### config.mk
export PLATFORM = sky130hd
export DESIGN_NAME = button_mode_led_blink_pwm_core_flat
export DESIGN_NICKNAME = d
export VERILOG_FILES = /design/src/sv/bmlb_pkg.sv /design/src/sv/bmlb_if.sv /design/src/sv/button_mode_led_blink_pwm_core.sv /design/src/sv/bmlb_csr.sv /design/src/sv/bmlb_tick.sv /design/src/flat_wrapper.sv
export SDC_FILE = /design/constraint.sdc
export NUM_CORES = 1
export LEC_CHECK = 0
export ABC_AREA = 0
export BUFFER_PORTS_ARGS = -buffer_cell sky130_fd_sc_hd__buf_2
export CAP_MARGIN = 20
export CORE_MARGIN = 2
export CORE_UTILIZATION = 25
export DETAILED_ROUTE_END_ITERATION = 12
export PLACE_DENSITY = 0.39
export SLEW_MARGIN = 20
export SYNTH_ARGS = -nofsm -noshare
export SYNTH_HDL_FRONTEND = slang
export SYNTH_SLANG_ARGS = --single-unit
export TNS_END_PERCENT = 1
### constraint.sdc
create_clock -name clock -period 11.9 [get_ports clock]
set_input_delay 1.785 -clock clock [delete_from_list [all_inputs] [get_ports clock]]
set_output_delay 1.785 -clock clock [all_outputs]
set_load 0.03 [all_outputs]
### src/sv/bmlb_pkg.sv
// Package: types, register codes and reset values of the LED pattern block.
package bmlb_pkg;

   localparam int NUM_DUTY_LEVELS_DEF = 5;
   localparam int NUM_BLINK_MODES_DEF = 4;

   localparam int CNT_W       = 16;
   localparam int MODE_W      = 2;
   localparam int DUTY_OUT_W  = 3;
   localparam int PERIOD_W    = 8;
   localparam int STEP_W      = 6;
   localparam int CSR_IDX_W   = 3;
   localparam int CSR_DATA_W  = 16;
   localparam int NUM_HALF    = 4;

   localparam logic [CNT_W-1:0] SAMPLE_INTERVAL_RST = 16'd100;
   localparam logic [CNT_W-1:0] ASYM_TOTAL_RST      = 16'd2000;
   localparam logic [CNT_W-1:0] ASYM_PHASE_RST      = 16'd500;
   localparam logic [PERIOD_W-1:0] PWM_PERIOD_RST   = 8'd20;
   localparam logic [STEP_W-1:0] DUTY_STEP_RST      = 6'd5;
   localparam logic [CNT_W-1:0] HALF_PERIOD_RST [NUM_HALF] =
      '{16'd1000, 16'd500, 16'd250, 16'd166};

   typedef enum logic [CSR_IDX_W-1:0] {
      REG_SAMPLE_INTERVAL = 3'd0,
      REG_HALF_PERIOD_0   = 3'd1,
      REG_HALF_PERIOD_1   = 3'd2,
      REG_HALF_PERIOD_2   = 3'd3,
      REG_HALF_PERIOD_3   = 3'd4,
      REG_ASYM_TOTAL      = 3'd5,
      REG_PWM_PERIOD      = 3'd6,
      REG_DUTY_STEP       = 3'd7
   } csr_index_type;

   typedef struct packed {
      logic [CNT_W-1:0]    sample_interval;
      logic [CNT_W-1:0]    half_period_0;
      logic [CNT_W-1:0]    half_period_1;
      logic [CNT_W-1:0]    half_period_2;
      logic [CNT_W-1:0]    half_period_3;
      logic [CNT_W-1:0]    asym_total;
      logic [PERIOD_W-1:0] pwm_period;
      logic [STEP_W-1:0]   duty_step;
   } cfg_type;

   typedef struct packed {
      logic                  led_blink;
      logic                  led_steady;
      logic                  led_asym;
      logic                  led_pwm;
      logic [MODE_W-1:0]     blink_mode;
      logic [DUTY_OUT_W-1:0] duty_level;
   } rsp_type;

endpackage

### src/sv/bmlb_if.sv
// Channel interfaces: button tick requests and LED level responses.
interface bmlb_req_if;
   logic valid;
   logic ready;
   logic button_a;
   logic button_b;
   logic button_c;
   logic button_d;

   modport source (output valid, output button_a, output button_b,
                   output button_c, output button_d, input ready);
   modport sink   (input valid, input button_a, input button_b,
                   input button_c, input button_d, output ready);
endinterface

interface bmlb_rsp_if;
   logic       valid;
   logic       ready;
   logic       led_blink;
   logic       led_steady;
   logic       led_asym;
   logic       led_pwm;
   logic [1:0] blink_mode;
   logic [2:0] duty_level;

   modport source (output valid, output led_blink, output led_steady, output led_asym,
                   output led_pwm, output blink_mode, output duty_level, input ready);
   modport sink   (input valid, input led_blink, input led_steady, input led_asym,
                   input led_pwm, input blink_mode, input duty_level, output ready);
endinterface

### src/sv/button_mode_led_blink_pwm_core.sv
// Button-driven LED pattern block: one request beat per millisecond tick.
//
// req_ch carries the four button levels of one tick; rsp_ch returns the four
// LED levels, the blink mode and the PWM duty level after that tick.
// csr_we/csr_index/csr_wdata write the configuration registers
// (sample interval, four blink half periods, asymmetric total, PWM period,
// duty step); write them only while no beat is in flight.
// A request accepted at a clock edge is shown on rsp_ch from that edge
// onward, i.e. the response is valid in the cycle after acceptance.
// Throughput: one tick per clock cycle while responses are taken; the state update is a single
// registered pass of counter increments, one small multiply and compares.
// The response register is the state register: while a response waits
// with rsp ready low, req_ch.ready is low and the state holds. A response
// taken in the same cycle frees the slot for the next request.
// Reset (synchronous, active high) restores all registers to their
// defaults, clears the response valid and sets the sampled buttons to ones.
module button_mode_led_blink_pwm_core #(
   parameter int NUM_DUTY_LEVELS = bmlb_pkg::NUM_DUTY_LEVELS_DEF,
   parameter int NUM_BLINK_MODES = bmlb_pkg::NUM_BLINK_MODES_DEF
) (
   input  logic                            clock,
   input  logic                            reset,
   bmlb_req_if.sink                        req_ch,
   bmlb_rsp_if.source                      rsp_ch,
   input  logic                            csr_we,
   input  logic [bmlb_pkg::CSR_IDX_W-1:0]  csr_index,
   input  logic [bmlb_pkg::CSR_DATA_W-1:0] csr_wdata
);
   import bmlb_pkg::*;

   cfg_type cfg;
   rsp_type result;
   logic    rsp_valid_ff, rsp_valid_in;
   logic    take;

   bmlb_csr u_csr (
      .clock     (clock),
      .reset     (reset),
      .csr_we    (csr_we),
      .csr_index (csr_index),
      .csr_wdata (csr_wdata),
      .cfg       (cfg)
   );

   assign req_ch.ready = ~rsp_valid_ff | rsp_ch.ready;
   assign take         = req_ch.valid & req_ch.ready;

   bmlb_tick #(
      .NUM_DUTY_LEVELS (NUM_DUTY_LEVELS),
      .NUM_BLINK_MODES (NUM_BLINK_MODES)
   ) u_tick (
      .clock   (clock),
      .reset   (reset),
      .take    (take),
      .buttons ({req_ch.button_d, req_ch.button_c, req_ch.button_b, req_ch.button_a}),
      .cfg     (cfg),
      .result  (result)
   );

   // hold valid until the beat is taken, reload on every accepted request
   assign rsp_valid_in = take | (rsp_valid_ff & ~rsp_ch.ready);

   always_ff @(posedge clock) begin
      if (reset) begin
         rsp_valid_ff <= 1'b0;
      end else begin
         rsp_valid_ff <= rsp_valid_in;
      end
   end

   assign rsp_ch.valid      = rsp_valid_ff;
   assign rsp_ch.led_blink  = result.led_blink;
   assign rsp_ch.led_steady = result.led_steady;
   assign rsp_ch.led_asym   = result.led_asym;
   assign rsp_ch.led_pwm    = result.led_pwm;
   assign rsp_ch.blink_mode = result.blink_mode;
   assign rsp_ch.duty_level = result.duty_level;

endmodule

### src/sv/bmlb_csr.sv
// Configuration register file of the LED pattern block.
module bmlb_csr (
   input  logic                                clock,
   input  logic                                reset,
   input  logic                                csr_we,
   input  logic [bmlb_pkg::CSR_IDX_W-1:0]      csr_index,
   input  logic [bmlb_pkg::CSR_DATA_W-1:0]     csr_wdata,
   output bmlb_pkg::cfg_type                   cfg
);
   import bmlb_pkg::*;

   cfg_type cfg_ff;
   cfg_type cfg_in;

   always_comb begin
      cfg_in = cfg_ff;
      if (csr_we) begin
         case (csr_index)
            REG_SAMPLE_INTERVAL: cfg_in.sample_interval = csr_wdata;
            REG_HALF_PERIOD_0:   cfg_in.half_period_0   = csr_wdata;
            REG_HALF_PERIOD_1:   cfg_in.half_period_1   = csr_wdata;
            REG_HALF_PERIOD_2:   cfg_in.half_period_2   = csr_wdata;
            REG_HALF_PERIOD_3:   cfg_in.half_period_3   = csr_wdata;
            REG_ASYM_TOTAL:      cfg_in.asym_total      = csr_wdata;
            REG_PWM_PERIOD:      cfg_in.pwm_period      = csr_wdata[PERIOD_W-1:0];
            REG_DUTY_STEP:       cfg_in.duty_step       = csr_wdata[STEP_W-1:0];
            default:             cfg_in = cfg_ff;
         endcase
      end
   end

   always_ff @(posedge clock) begin
      if (reset) begin
         cfg_ff.sample_interval <= SAMPLE_INTERVAL_RST;
         cfg_ff.half_period_0   <= HALF_PERIOD_RST[0];
         cfg_ff.half_period_1   <= HALF_PERIOD_RST[1];
         cfg_ff.half_period_2   <= HALF_PERIOD_RST[2];
         cfg_ff.half_period_3   <= HALF_PERIOD_RST[3];
         cfg_ff.asym_total      <= ASYM_TOTAL_RST;
         cfg_ff.pwm_period      <= PWM_PERIOD_RST;
         cfg_ff.duty_step       <= DUTY_STEP_RST;
      end else begin
         cfg_ff <= cfg_in;
      end
   end

   assign cfg = cfg_ff;

endmodule

### src/sv/bmlb_tick.sv
// Per-tick state update: sampling, edge detect, LED timers and PWM.
module bmlb_tick #(
   parameter int NUM_DUTY_LEVELS = bmlb_pkg::NUM_DUTY_LEVELS_DEF,
   parameter int NUM_BLINK_MODES = bmlb_pkg::NUM_BLINK_MODES_DEF
) (
   input  logic              clock,
   input  logic              reset,
   input  logic              take,
   input  logic [3:0]        buttons,
   input  bmlb_pkg::cfg_type cfg,
   output bmlb_pkg::rsp_type result
);
   import bmlb_pkg::*;

   localparam int DUTY_W = (NUM_DUTY_LEVELS > 1) ? $clog2(NUM_DUTY_LEVELS) : 1;
   localparam int WAIT_W = DUTY_W + STEP_W;

   logic [CNT_W-1:0]  sample_elapsed_ff, sample_elapsed_in;
   logic [3:0]        prev_buttons_ff, prev_buttons_in;
   logic [MODE_W-1:0] mode_ff, mode_in;
   logic              steady_ff, steady_in;
   logic [CNT_W-1:0]  phase_ff, phase_in;
   logic [DUTY_W-1:0] duty_ff, duty_in;
   logic [CNT_W-1:0]  blink_elapsed_ff, blink_elapsed_in;
   logic [CNT_W-1:0]  asym_elapsed_ff, asym_elapsed_in;
   logic [CNT_W-1:0]  pwm_elapsed_ff, pwm_elapsed_in;
   logic              led_a_ff, led_a_in;
   logic              led_c_ff, led_c_in;
   logic              led_d_ff, led_d_in;

   logic [CNT_W-1:0]  se_inc, be_inc, ae_inc, pe_inc;
   logic              sample;
   logic [3:0]        press;
   logic [CNT_W-1:0]  half;
   logic [CNT_W-1:0]  phase_diff;
   logic              phase_over;
   logic [CNT_W-1:0]  phase_now;
   logic [WAIT_W-1:0] duty_time;
   logic [CNT_W-1:0]  duty_wide;
   logic [CNT_W-1:0]  period_wide;
   logic [CNT_W-1:0]  wait_time;

   function automatic logic [CNT_W-1:0] inc_sat(input logic [CNT_W-1:0] v);
      return (v == {CNT_W{1'b1}}) ? v : v + CNT_W'(1);
   endfunction

   always_comb begin
      se_inc = inc_sat(sample_elapsed_ff);
      be_inc = inc_sat(blink_elapsed_ff);
      ae_inc = inc_sat(asym_elapsed_ff);
      pe_inc = inc_sat(pwm_elapsed_ff);

      sample            = (se_inc >= cfg.sample_interval);
      press             = sample ? (buttons & ~prev_buttons_ff) : 4'b0000;
      prev_buttons_in   = sample ? buttons : prev_buttons_ff;
      sample_elapsed_in = sample ? '0 : se_inc;

      // LED A: mode steps first, the new mode picks the half period
      mode_in = mode_ff;
      if (press[0]) begin
         mode_in = (mode_ff == MODE_W'(NUM_BLINK_MODES - 1)) ? '0 : mode_ff + MODE_W'(1);
      end
      case (mode_in)
         2'd0:    half = cfg.half_period_0;
         2'd1:    half = cfg.half_period_1;
         2'd2:    half = cfg.half_period_2;
         default: half = cfg.half_period_3;
      endcase
      led_a_in         = led_a_ff;
      blink_elapsed_in = be_inc;
      if (be_inc >= half) begin
         led_a_in         = ~led_a_ff;
         blink_elapsed_in = '0;
      end

      // LED B
      steady_in = press[1] ? ~steady_ff : steady_ff;

      // LED C: a double swap lands on min(phase, total)
      phase_over = (phase_ff > cfg.asym_total);
      phase_diff = phase_over ? '0 : cfg.asym_total - phase_ff;
      phase_now  = press[2] ? phase_diff : phase_ff;
      led_c_in        = led_c_ff;
      asym_elapsed_in = ae_inc;
      phase_in        = phase_now;
      if (ae_inc >= phase_now) begin
         led_c_in        = ~led_c_ff;
         asym_elapsed_in = '0;
         if (press[2]) begin
            phase_in = phase_over ? cfg.asym_total : phase_ff;
         end else begin
            phase_in = phase_diff;
         end
      end

      // LED D: low waits duty time, high waits the rest of the period
      duty_in = duty_ff;
      if (press[3]) begin
         duty_in = (duty_ff == DUTY_W'(NUM_DUTY_LEVELS - 1)) ? '0 : duty_ff + DUTY_W'(1);
      end
      duty_time   = WAIT_W'(duty_in) * WAIT_W'(cfg.duty_step);
      duty_wide   = CNT_W'(duty_time);
      period_wide = CNT_W'(cfg.pwm_period);
      if (led_d_ff) begin
         wait_time = (period_wide > duty_wide) ? period_wide - duty_wide : '0;
      end else begin
         wait_time = duty_wide;
      end
      led_d_in       = led_d_ff;
      pwm_elapsed_in = pe_inc;
      if (pe_inc >= wait_time) begin
         led_d_in       = ~led_d_ff;
         pwm_elapsed_in = '0;
      end
   end

   always_ff @(posedge clock) begin
      if (reset) begin
         sample_elapsed_ff <= '0;
         prev_buttons_ff   <= 4'b1111;
         mode_ff           <= '0;
         steady_ff         <= 1'b0;
         phase_ff          <= ASYM_PHASE_RST;
         duty_ff           <= '0;
         blink_elapsed_ff  <= '0;
         asym_elapsed_ff   <= '0;
         pwm_elapsed_ff    <= '0;
         led_a_ff          <= 1'b0;
         led_c_ff          <= 1'b0;
         led_d_ff          <= 1'b0;
      end else if (take) begin
         sample_elapsed_ff <= sample_elapsed_in;
         prev_buttons_ff   <= prev_buttons_in;
         mode_ff           <= mode_in;
         steady_ff         <= steady_in;
         phase_ff          <= phase_in;
         duty_ff           <= duty_in;
         blink_elapsed_ff  <= blink_elapsed_in;
         asym_elapsed_ff   <= asym_elapsed_in;
         pwm_elapsed_ff    <= pwm_elapsed_in;
         led_a_ff          <= led_a_in;
         led_c_ff          <= led_c_in;
         led_d_ff          <= led_d_in;
      end
   end

   // the state after the last beat is the result of that beat
   assign result.led_blink  = led_a_ff;
   assign result.led_steady = steady_ff;
   assign result.led_asym   = led_c_ff;
   assign result.led_pwm    = led_d_ff;
   assign result.blink_mode = mode_ff;
   assign result.duty_level = DUTY_OUT_W'(duty_ff);

endmodule

### src/flat_wrapper.sv
// flat-port wrapper written by rule: the top's interface ports become plain ports
module button_mode_led_blink_pwm_core_flat import bmlb_pkg::*;
#(
   parameter int NUM_DUTY_LEVELS = bmlb_pkg::NUM_DUTY_LEVELS_DEF,
   parameter int NUM_BLINK_MODES = bmlb_pkg::NUM_BLINK_MODES_DEF
)
  (clock, reset, csr_we, csr_index, csr_wdata, req_ch_valid, req_ch_button_a, req_ch_button_b, req_ch_button_c, req_ch_button_d, req_ch_ready, rsp_ch_valid, rsp_ch_led_blink, rsp_ch_led_steady, rsp_ch_led_asym, rsp_ch_led_pwm, rsp_ch_blink_mode, rsp_ch_duty_level, rsp_ch_ready);
  bmlb_req_if req_ch_i ();
  bmlb_rsp_if rsp_ch_i ();
  input  logic clock;
  input  logic reset;
  input  logic csr_we;
  input  logic [bmlb_pkg::CSR_IDX_W-1:0] csr_index;
  input  logic [bmlb_pkg::CSR_DATA_W-1:0] csr_wdata;
  input wire logic [$bits(req_ch_i.valid)-1:0] req_ch_valid;
  input wire logic [$bits(req_ch_i.button_a)-1:0] req_ch_button_a;
  input wire logic [$bits(req_ch_i.button_b)-1:0] req_ch_button_b;
  input wire logic [$bits(req_ch_i.button_c)-1:0] req_ch_button_c;
  input wire logic [$bits(req_ch_i.button_d)-1:0] req_ch_button_d;
  output wire logic [$bits(req_ch_i.ready)-1:0] req_ch_ready;
  output wire logic [$bits(rsp_ch_i.valid)-1:0] rsp_ch_valid;
  output wire logic [$bits(rsp_ch_i.led_blink)-1:0] rsp_ch_led_blink;
  output wire logic [$bits(rsp_ch_i.led_steady)-1:0] rsp_ch_led_steady;
  output wire logic [$bits(rsp_ch_i.led_asym)-1:0] rsp_ch_led_asym;
  output wire logic [$bits(rsp_ch_i.led_pwm)-1:0] rsp_ch_led_pwm;
  output wire logic [$bits(rsp_ch_i.blink_mode)-1:0] rsp_ch_blink_mode;
  output wire logic [$bits(rsp_ch_i.duty_level)-1:0] rsp_ch_duty_level;
  input wire logic [$bits(rsp_ch_i.ready)-1:0] rsp_ch_ready;
  assign req_ch_i.valid = req_ch_valid;
  assign req_ch_i.button_a = req_ch_button_a;
  assign req_ch_i.button_b = req_ch_button_b;
  assign req_ch_i.button_c = req_ch_button_c;
  assign req_ch_i.button_d = req_ch_button_d;
  assign req_ch_ready = req_ch_i.ready;
  assign rsp_ch_valid = rsp_ch_i.valid;
  assign rsp_ch_led_blink = rsp_ch_i.led_blink;
  assign rsp_ch_led_steady = rsp_ch_i.led_steady;
  assign rsp_ch_led_asym = rsp_ch_i.led_asym;
  assign rsp_ch_led_pwm = rsp_ch_i.led_pwm;
  assign rsp_ch_blink_mode = rsp_ch_i.blink_mode;
  assign rsp_ch_duty_level = rsp_ch_i.duty_level;
  assign rsp_ch_i.ready = rsp_ch_ready;
  button_mode_led_blink_pwm_core #(.NUM_DUTY_LEVELS(NUM_DUTY_LEVELS), .NUM_BLINK_MODES(NUM_BLINK_MODES)) u_core (.clock(clock), .reset(reset), .req_ch(req_ch_i), .rsp_ch(rsp_ch_i), .csr_we(csr_we), .csr_index(csr_index), .csr_wdata(csr_wdata));
endmodule
==> key figures, run 1 <==
Pwr
  • Worst voltage drop across the vdd grid: 0.0000901 V
  • Internal portion of total power: 1.43 mW
  • Part of the power in combinational logic: 12.8%
  • Sequential cell fraction of total power: 36.7%
  • Power Total: 1.95 mW
  • Leakage power: 6.08 nW
  • Switching power summed over all nets: 525 uW
  • Power Dens Cells: 132 nW/um^2
  • Switching share of total power: 26.9%
  • Clock network power share: 50.5%

GRT
  • Number of global-route vias before repair: 11266
  • Met3 track utilization from global routing: 2.19%
  • GRT busiest layer: met2
  • Global-route wire length before repair: 65000 um
  • Met2 usage in global routing: 24.0%
  • GR met1 Demand/Resource: 22.0%
  • Pin count of the biggest net entering global routing: 62
  • All-layer global routing usage: 15.3%
  • Initial antenna violation count: 5
  • Remaining global-route overflow: 0

Floorplan
  • Starting utilization of the core area: 25.2%
  • Area of the die: 53500 um^2
  • Core footprint: 51200 um^2
  • DIE WIDTH: 231 um
  • Number of ports placed on the die boundary: 39
  • FP Rows: 83
  • Die span in y: 231 um

Layout
  • Filler instances: 5478
  • Most frequent standard cell in the layout excluding fill and tap cells: nand2_1
  • Layout area overhead: 14.6%
  • Layout cell share with drive strength beyond 1: 9.54%
  • Area used by multi-input combinational logic: 8270 um^2
  • Combined flip-flop and latch cell area: 4080 um^2
  • Diode insertion count for antenna repair: 0
  • Count of non-filler cells in the finished layout: 2357
  • Leading cell types in the layout, fill and taps excluded: nand2_1, dfxtp_1, a21oi_1
  • Final net count: 1794

Synth
  • Largest area contributor in the netlist: dfxtp_1
  • Number of synthesized flops with an enable pin: 0
  • Avg Synthesized Cell Area: 7.80 um^2
  • Post-Synthesis Cell Area: 12900 um^2
  • Number of warning messages in the yosys log: 0
  • Synthesized flop and latch total: 204
  • Share of synthesized area occupied by flip-flops and latches: 31.6%
  • Primary FF master, synth: dfxtp_1
  • Number of nets in the synthesized netlist: 1794
  • Top area cells in the synthesized netlist: dfxtp_1, ha_1, nand2_1
  • Share of flip-flops with an asynchronous set or reset after synthesis: 0%
  • Share of Yosys cell area claimed by the top area cell type: 31.6%
  • Number of instances in the synthesized netlist: 1656
  • Number of distinct standard cells referenced by the synthesized netlist: 81

Placed design
  • Cell total after placement: 2307
  • Global placement routability congestion: 0.814
  • Port Buffer Count: 38
  • HPWL after detailed placement: 28400 um
  • Pre-CTS WS: 1490 ps

Timing
  • Part of the cycle the worst path needs: 87.6%
  • Setup Viol. Count Final: 0
  • Slew Limit Fails: 0
  • Crit path setup slack, layout: 1480 ps
  • Post-layout min period: 10420 ps
  • Maximum clock skew at final layout: 9.82 ps
  • Final setup TNS: 0 ps
  • RSZ-0062 raised after global routing: no
  • Slew HR: 29.1%
  • Timing-limited maximum frequency: 96.0 MHz
  • Worst-Margin Slew: 1060 ps
  • Final hold violations: 0
  • Worst hold margin: 453 ps

Worst setup path
  • Worst reg-to-reg setup slack: 1480 ps
  • CP startpoint kind: flop
  • Setup crit start: u_core.u_tick.sample_elapsed_ff[0]
  • Kind of critical path: flop to flop
  • End point of the critical path: u_core.u_tick.pwm_elapsed_ff[7]
  • Delay contributed by the slowest stage of the critical path: 680 ps
  • Reg2Reg Launch Point: u_core.u_tick.sample_elapsed_ff[0]
  • Cell repeated most along the worst path: ha_1
  • Category of the worst setup path capture point: flop
  • Cell with the biggest individual delay on the critical path: nor4b_2
  • Required @ worst endpoint: 12390 ps
  • Worst reg-to-reg path cell count: 36
  • Critical Path Fanout Max: 15
  • Worst EP arrival: 10910 ps
  • RR Endpoint: u_core.u_tick.pwm_elapsed_ff[7]

Clock tree
  • Clk sink count: 204
  • CTS tree: done
  • Clock latency on the worst-skew pair: 570 ps
  • Root buffer cell: clkbuf_16
  • Buffers inserted by post-CTS timing repair: 0
  • Clock Path Buffers: 3
  • Clock-pin transition on the worst setup and hold timing paths: 60 ps
  • H-tree depth: 1
  • Post-CTS resize count: 0
  • Number of buffers created by CTS: 27
  • Count of hold-fix buffers inserted at cts: 0

Drt
  • Post-route DRC violation count: 0
  • Wirelength per Cell: 17.3 um
  • DR vias: 11576
  • Routed via count divided by cell count: 4.91
  • DR iter-0 viols: 728
  • Remaining antenna violation count after routing: 0
  • Total iterations of the first detailed-routing run: 5
  • Total length of routed wires: 40800 um

Run status
  • Outcome: complete, no violations

Min path
  • Path category of the worst min-delay check: flop to flop
  • Min-delay src: u_core.u_csr.cfg[48]

Run
  • Max-cap check violation count: 0
==> routing by layer <==
layer | routed length (um) | share of wire, %
met1 | 21000 | 51
met3 | 1390 | 3.4
met2 | 17600 | 43
met4 | 751 | 1.8
met5 | 54 | 0.13
==> Yosys cell counts, types with 4 or more instances <==
library cell  instances
and3_1               10
nand2_1             324
o22ai_1               5
mux2i_1              28
buf_1                 7
o211ai_1              5
a211oi_1             12
nor2b_1              17
nand4_1              20
a22o_1               12
xnor2_1              45
inv_1                60
or3_1                14
clkbuf_1             51
buf_6                 4
buf_2                14
clkbuf_2              6
o21bai_1              5
nand3_1              73
o21a_1                7
xor2_1               22
mux2_2               23
a22oi_1              27
o211a_1               4
nand2b_1             15
nor3_1               29
dfxtp_1             204
and4_1                5
fa_1                  7
nor2_1              116
a21oi_1             168
and2_1               14
a32o_1                8
a31oi_1              17
a21o_1               24
o21ai_0              75
ha_1                103
or4_1                 4
nand3b_1              4
a221o_1               6
==> flip-flops by register name, summed over array words and instances, names as in the netlist, 3 cells and up <==
register	count
u_core.u_tick.pwm_elapsed_ff	16
u_core.u_tick.asym_elapsed_ff	16
u_core.u_tick.sample_elapsed_ff	16
u_core.u_tick.phase_ff	16
u_core.u_tick.prev_buttons_ff	4
u_core.u_csr.cfg	110
u_core.u_tick.duty_ff	3
u_core.u_tick.blink_elapsed_ff	16
==> per-stage QoR <==
| step | instance area (um^2) | util, % |
|---|---|---|
| after floorplan | 12900 | - |
| after global placement | 13700 | 26.8 |
| after detailed placement | 13700 | 26.8 |
| after CTS | 14800 | 28.9 |
| after global routing | 14800 | 28.9 |
| final | 14800 | 28.9 |
==> critical path: cells and delay by family, from the launching register on <==
family          cells  cell delay (ps)
simple gates       14             3970
compound gates     13             3200
fa+ha+maj           7             2530
xor+xnor            1              150
buf+inv             1               70
flops               1              430
==> power by group through the flow <==
stage	registers, mW	clock network [mW]	logic [mW]
6_report	0.715	0.985	0.250
5_1_grt	0.717	1.04	0.282
4_1_cts	0.715	1.02	0.255
3_5_place_dp	0.730	0	0.254
3_3_place_gp	0.730	0	0.252
2_1_floorplan	0.730	0	0.180
==> how the worst min path moves through the flow <==
stage                                       to  slack, ps  cells after the start
after floorplan           u_core.u_csr.cfg[30]        430                      2
after global placement    u_core.u_csr.cfg[60]        440                      2
after detailed placement  u_core.u_csr.cfg[60]        450                      2
after CTS                 u_core.u_csr.cfg[71]        460                      2
after global routing      u_core.u_csr.cfg[30]        470                      2
final                     u_core.u_csr.cfg[48]        450                      2
==> layout make-up <==
| cell class | count | share of cell area [%] |
|---|---|---|
| Clock buffer | 35 | 5.04 |
| Clock inverter | 15 | 2.19 |
| Timing Repair Buffer | 54 | 2.11 |
| Tap cell | 680 | 5.75 |
| Multi-Input combinational cell | 1309 | 55.8 |
| Inverter | 60 | 1.52 |
| Sequential cell | 204 | 27.6 |
==> kinds of logic (layout without fill, tap and decap cells) <==
group | count (synthesis) | in the layout | share of synthesized area (%)
flops | 204 | 204 | 31.6
compound gates | 411 | 411 | 20.1
xor+xnor | 67 | 67 | 4.54
buf+inv | 143 | 164 | 4.61
mux | 52 | 52 | 4.35
simple gates | 669 | 669 | 23.8
fa+ha+maj | 110 | 110 | 11.1
No activity file was read; power rests on OpenSTA's default activity.
==> run 2, diff against run 1 <==
--- a/config.mk
+++ b/config.mk
@@ -12,6 +12,7 @@
 export CORE_UTILIZATION = 25
 export DETAILED_ROUTE_END_ITERATION = 12
 export PLACE_DENSITY = 0.39
+export RECOVER_POWER = 25
 export SLEW_MARGIN = 20
 export SYNTH_ARGS = -nofsm -noshare
 export SYNTH_HDL_FRONTEND = slang
==> key figures, run 2 (synthesis gave the netlist of run 1 again) <==
Run status
  • Outcome: finished, violations left
  • Failing checks: max-capacitance violations, max-slew violations

Floorplan
  • Area of the die: 53500 um^2 (unchanged)
  • FP Rows: 83 (unchanged)
  • Number of ports placed on the die boundary: 39 (unchanged)
  • Die span in y: 231 um (unchanged)
  • Starting utilization of the core area: 25.2% (unchanged)
  • DIE WIDTH: 231 um (unchanged)
  • Core footprint: 51200 um^2 (unchanged)

Pwr
  • Internal portion of total power: 1.43 mW (about the same)
  • Part of the power in combinational logic: 12.8% (about the same)
  • Worst voltage drop across the vdd grid: 0.0000890 V (-1.2%)
  • Switching power summed over all nets: 526 uW (+0.11%)
  • Switching share of total power: 26.9% (about the same)
  • Power Dens Cells: 132 nW/um^2 (+0.11%)
  • Leakage power: 6.07 nW (-0.23%)
  • Clock network power share: 50.5% (about the same)
  • Sequential cell fraction of total power: 36.6% (about the same)
  • Power Total: 1.95 mW (about the same)

Layout
  • Layout area overhead: 14.5% (about the same)
  • Most frequent standard cell in the layout excluding fill and tap cells: nand2_1
  • Area used by multi-input combinational logic: 8270 um^2 (unchanged)
  • Layout cell share with drive strength beyond 1: 9.30% (-0.24 points)
  • Filler instances: 5484 (+0.11%)
  • Combined flip-flop and latch cell area: 4080 um^2 (unchanged)
  • Diode insertion count for antenna repair: 0 (unchanged)
  • Leading cell types in the layout, fill and taps excluded: nand2_1, dfxtp_1, a21oi_1
  • Max reg flops: 110 (unchanged)
  • Utilization after layout: 28.9% (about the same)
  • Final net count: 1794 (unchanged)

Timing
  • Timing-limited maximum frequency: 96.0 MHz (about the same)
  • RSZ-0062 raised after global routing: no
  • Worst-Margin Slew: 3340 ps (+2270 ps)
  • Maximum clock skew at final layout: 8.32 ps (-1.50 ps)
  • Slew Limit Fails: 93 (+93)
  • Setup Viol. Count Final: 0 (unchanged)
  • Post-layout min period: 10420 ps (-1.90 ps)
  • Final setup TNS: 0 ps (unchanged)
  • Slew HR: -122% (-150 points)
  • Worst hold margin: 453 ps (+0.00200 ps)
  • Part of the cycle the worst path needs: 87.6% (about the same)
  • Final hold violations: 0 (unchanged)

Clock tree
  • Clock latency on the worst-skew pair: 570 ps (about the same)
  • Post-CTS resize count: 0 (unchanged)
  • Count of hold-fix buffers inserted at cts: 0 (unchanged)
  • H-tree depth: 1 (unchanged)
  • Clock Path Buffers: 3 (unchanged)
  • Clk sink count: 204 (unchanged)
  • CTS tree: done
  • Clock-pin transition on the worst setup and hold timing paths: 60 ps (about the same)
  • Root buffer cell: clkbuf_16
  • Number of buffers created by CTS: 27 (unchanged)
  • Buffers inserted by post-CTS timing repair: 0 (unchanged)

Drt
  • Remaining antenna violation count after routing: 0 (unchanged)
  • Total iterations of the first detailed-routing run: 5 (unchanged)
  • Wirelength per Cell: 17.3 um (about the same)
  • Routed via count divided by cell count: 4.90 (-0.18%)
  • DR vias: 11555 (-0.18%)
  • Post-route DRC violation count: 0 (unchanged)
  • Total length of routed wires: 40800 um (about the same)
  • DR iter-0 viols: 704 (-3.3%)

Placed design
  • Port Buffer Count: 38 (unchanged)
  • Global placement routability congestion: 0.814 (unchanged)
  • HPWL after detailed placement: 28400 um (unchanged)

Worst setup path
  • Total stage count of the critical path: 36 (unchanged)
  • Family with the most delay on the worst path: simple AND/OR/NAND/NOR gates
  • Worst EP arrival: 10910 ps (about the same)
  • Worst reg-to-reg setup slack: 1480 ps (about the same)
  • Kind of critical path: flop to flop
  • Cell with the biggest individual delay on the critical path: nor4b_2
  • Worst reg-to-reg path cell count: 36 (unchanged)
  • Delay contributed by the slowest stage of the critical path: 680 ps (about the same)
  • Cell repeated most along the worst path: ha_1
  • Critical Path Fanout Max: 15 (unchanged)
  • Buf+Inv Stages, Crit Path: 1 (unchanged)
  • Required @ worst endpoint: 12390 ps (about the same)
  • CP startpoint kind: flop
  • Category of the worst setup path capture point: flop

GRT
  • Met3 track utilization from global routing: 2.19% (unchanged)
  • Met2 usage in global routing: 24.0% (unchanged)
  • GR met1 Demand/Resource: 22.0% (unchanged)
  • Remaining global-route overflow: 0 (unchanged)
  • All-layer global routing usage: 15.3% (unchanged)
  • GRT busiest layer: met2
  • Initial antenna violation count: 5 (unchanged)
  • Pin count of the biggest net entering global routing: 62 (unchanged)
  • Global-route wire length before repair: 65000 um (unchanged)
  • Number of global-route vias before repair: 11266 (unchanged)

Min path
  • Path category of the worst min-delay check: flop to flop
  • Hold Path Depth: 2 (unchanged)

Run
  • Max-cap check violation count: 2 (+2)
==> run 2: changes by cell type in the layout (fill, tap and decap cells not counted), sizes merged <==
cell,delta
buf,-4
clkbuf,+4
==> run 2: tightest hold or removal path: stages, from the launching register on <==
cell and delay (ps):
dfxtp_1 310, nand2_1 50, a21oi_1 50
==> run 2: layout make-up <==
| cell class | count | share of cell area, % |
|---|---|---|
| clock buffer | 35 | 5.04 |
| inverter | 60 | 1.52 |
| multi-input combinational | 1309 | 55.9 |
| timing repair buffer | 54 | 2.03 |
| clock inverter | 15 | 2.19 |
| tap | 680 | 5.75 |
| sequential | 204 | 27.6 |
==> run 2: stage by stage <==
| stage | worst slack [ps] | std cells | cell area (um^2) |
|---|---|---|---|
| after CTS | 1460 | 2357 | 14800 |
| after global placement | 1880 | 2307 | 13700 |
| after detailed placement | 1490 | 2307 | 13700 |
| final | 1480 | 2357 | 14800 |
| after global routing | 622 | 2357 | 14800 |
| after floorplan | 3480 | 1656 | 12900 |
==> run 2: worst paths after layout <==
check                                     startpoint                         endpoint
setup / recovery  u_core.u_tick.sample_elapsed_ff[0]  u_core.u_tick.pwm_elapsed_ff[7]
hold / removal                  u_core.u_csr.cfg[48]             u_core.u_csr.cfg[48]
setup reg to reg  u_core.u_tick.sample_elapsed_ff[0]  u_core.u_tick.pwm_elapsed_ff[7]
hold reg to reg                 u_core.u_csr.cfg[48]             u_core.u_csr.cfg[48]
==> run 2: power groups by stage <==
stage | clock network [mW] | registers, mW | logic (mW)
2_1_floorplan | 0 | 0.730 | 0.180
3_3_place_gp | 0 | 0.730 | 0.252
3_5_place_dp | 0 | 0.730 | 0.254
4_1_cts | 1.02 | 0.715 | 0.255
5_1_grt | 1.04 | 0.717 | 0.281
6_report | 0.986 | 0.715 | 0.250
==> run 2: per-layer routing <==
layer	routed length, um	vias to the layer above
met4	770	8
met1	21000	5501
li1	-	5818
met2	17600	176
met5	54	-
met3	1360	52
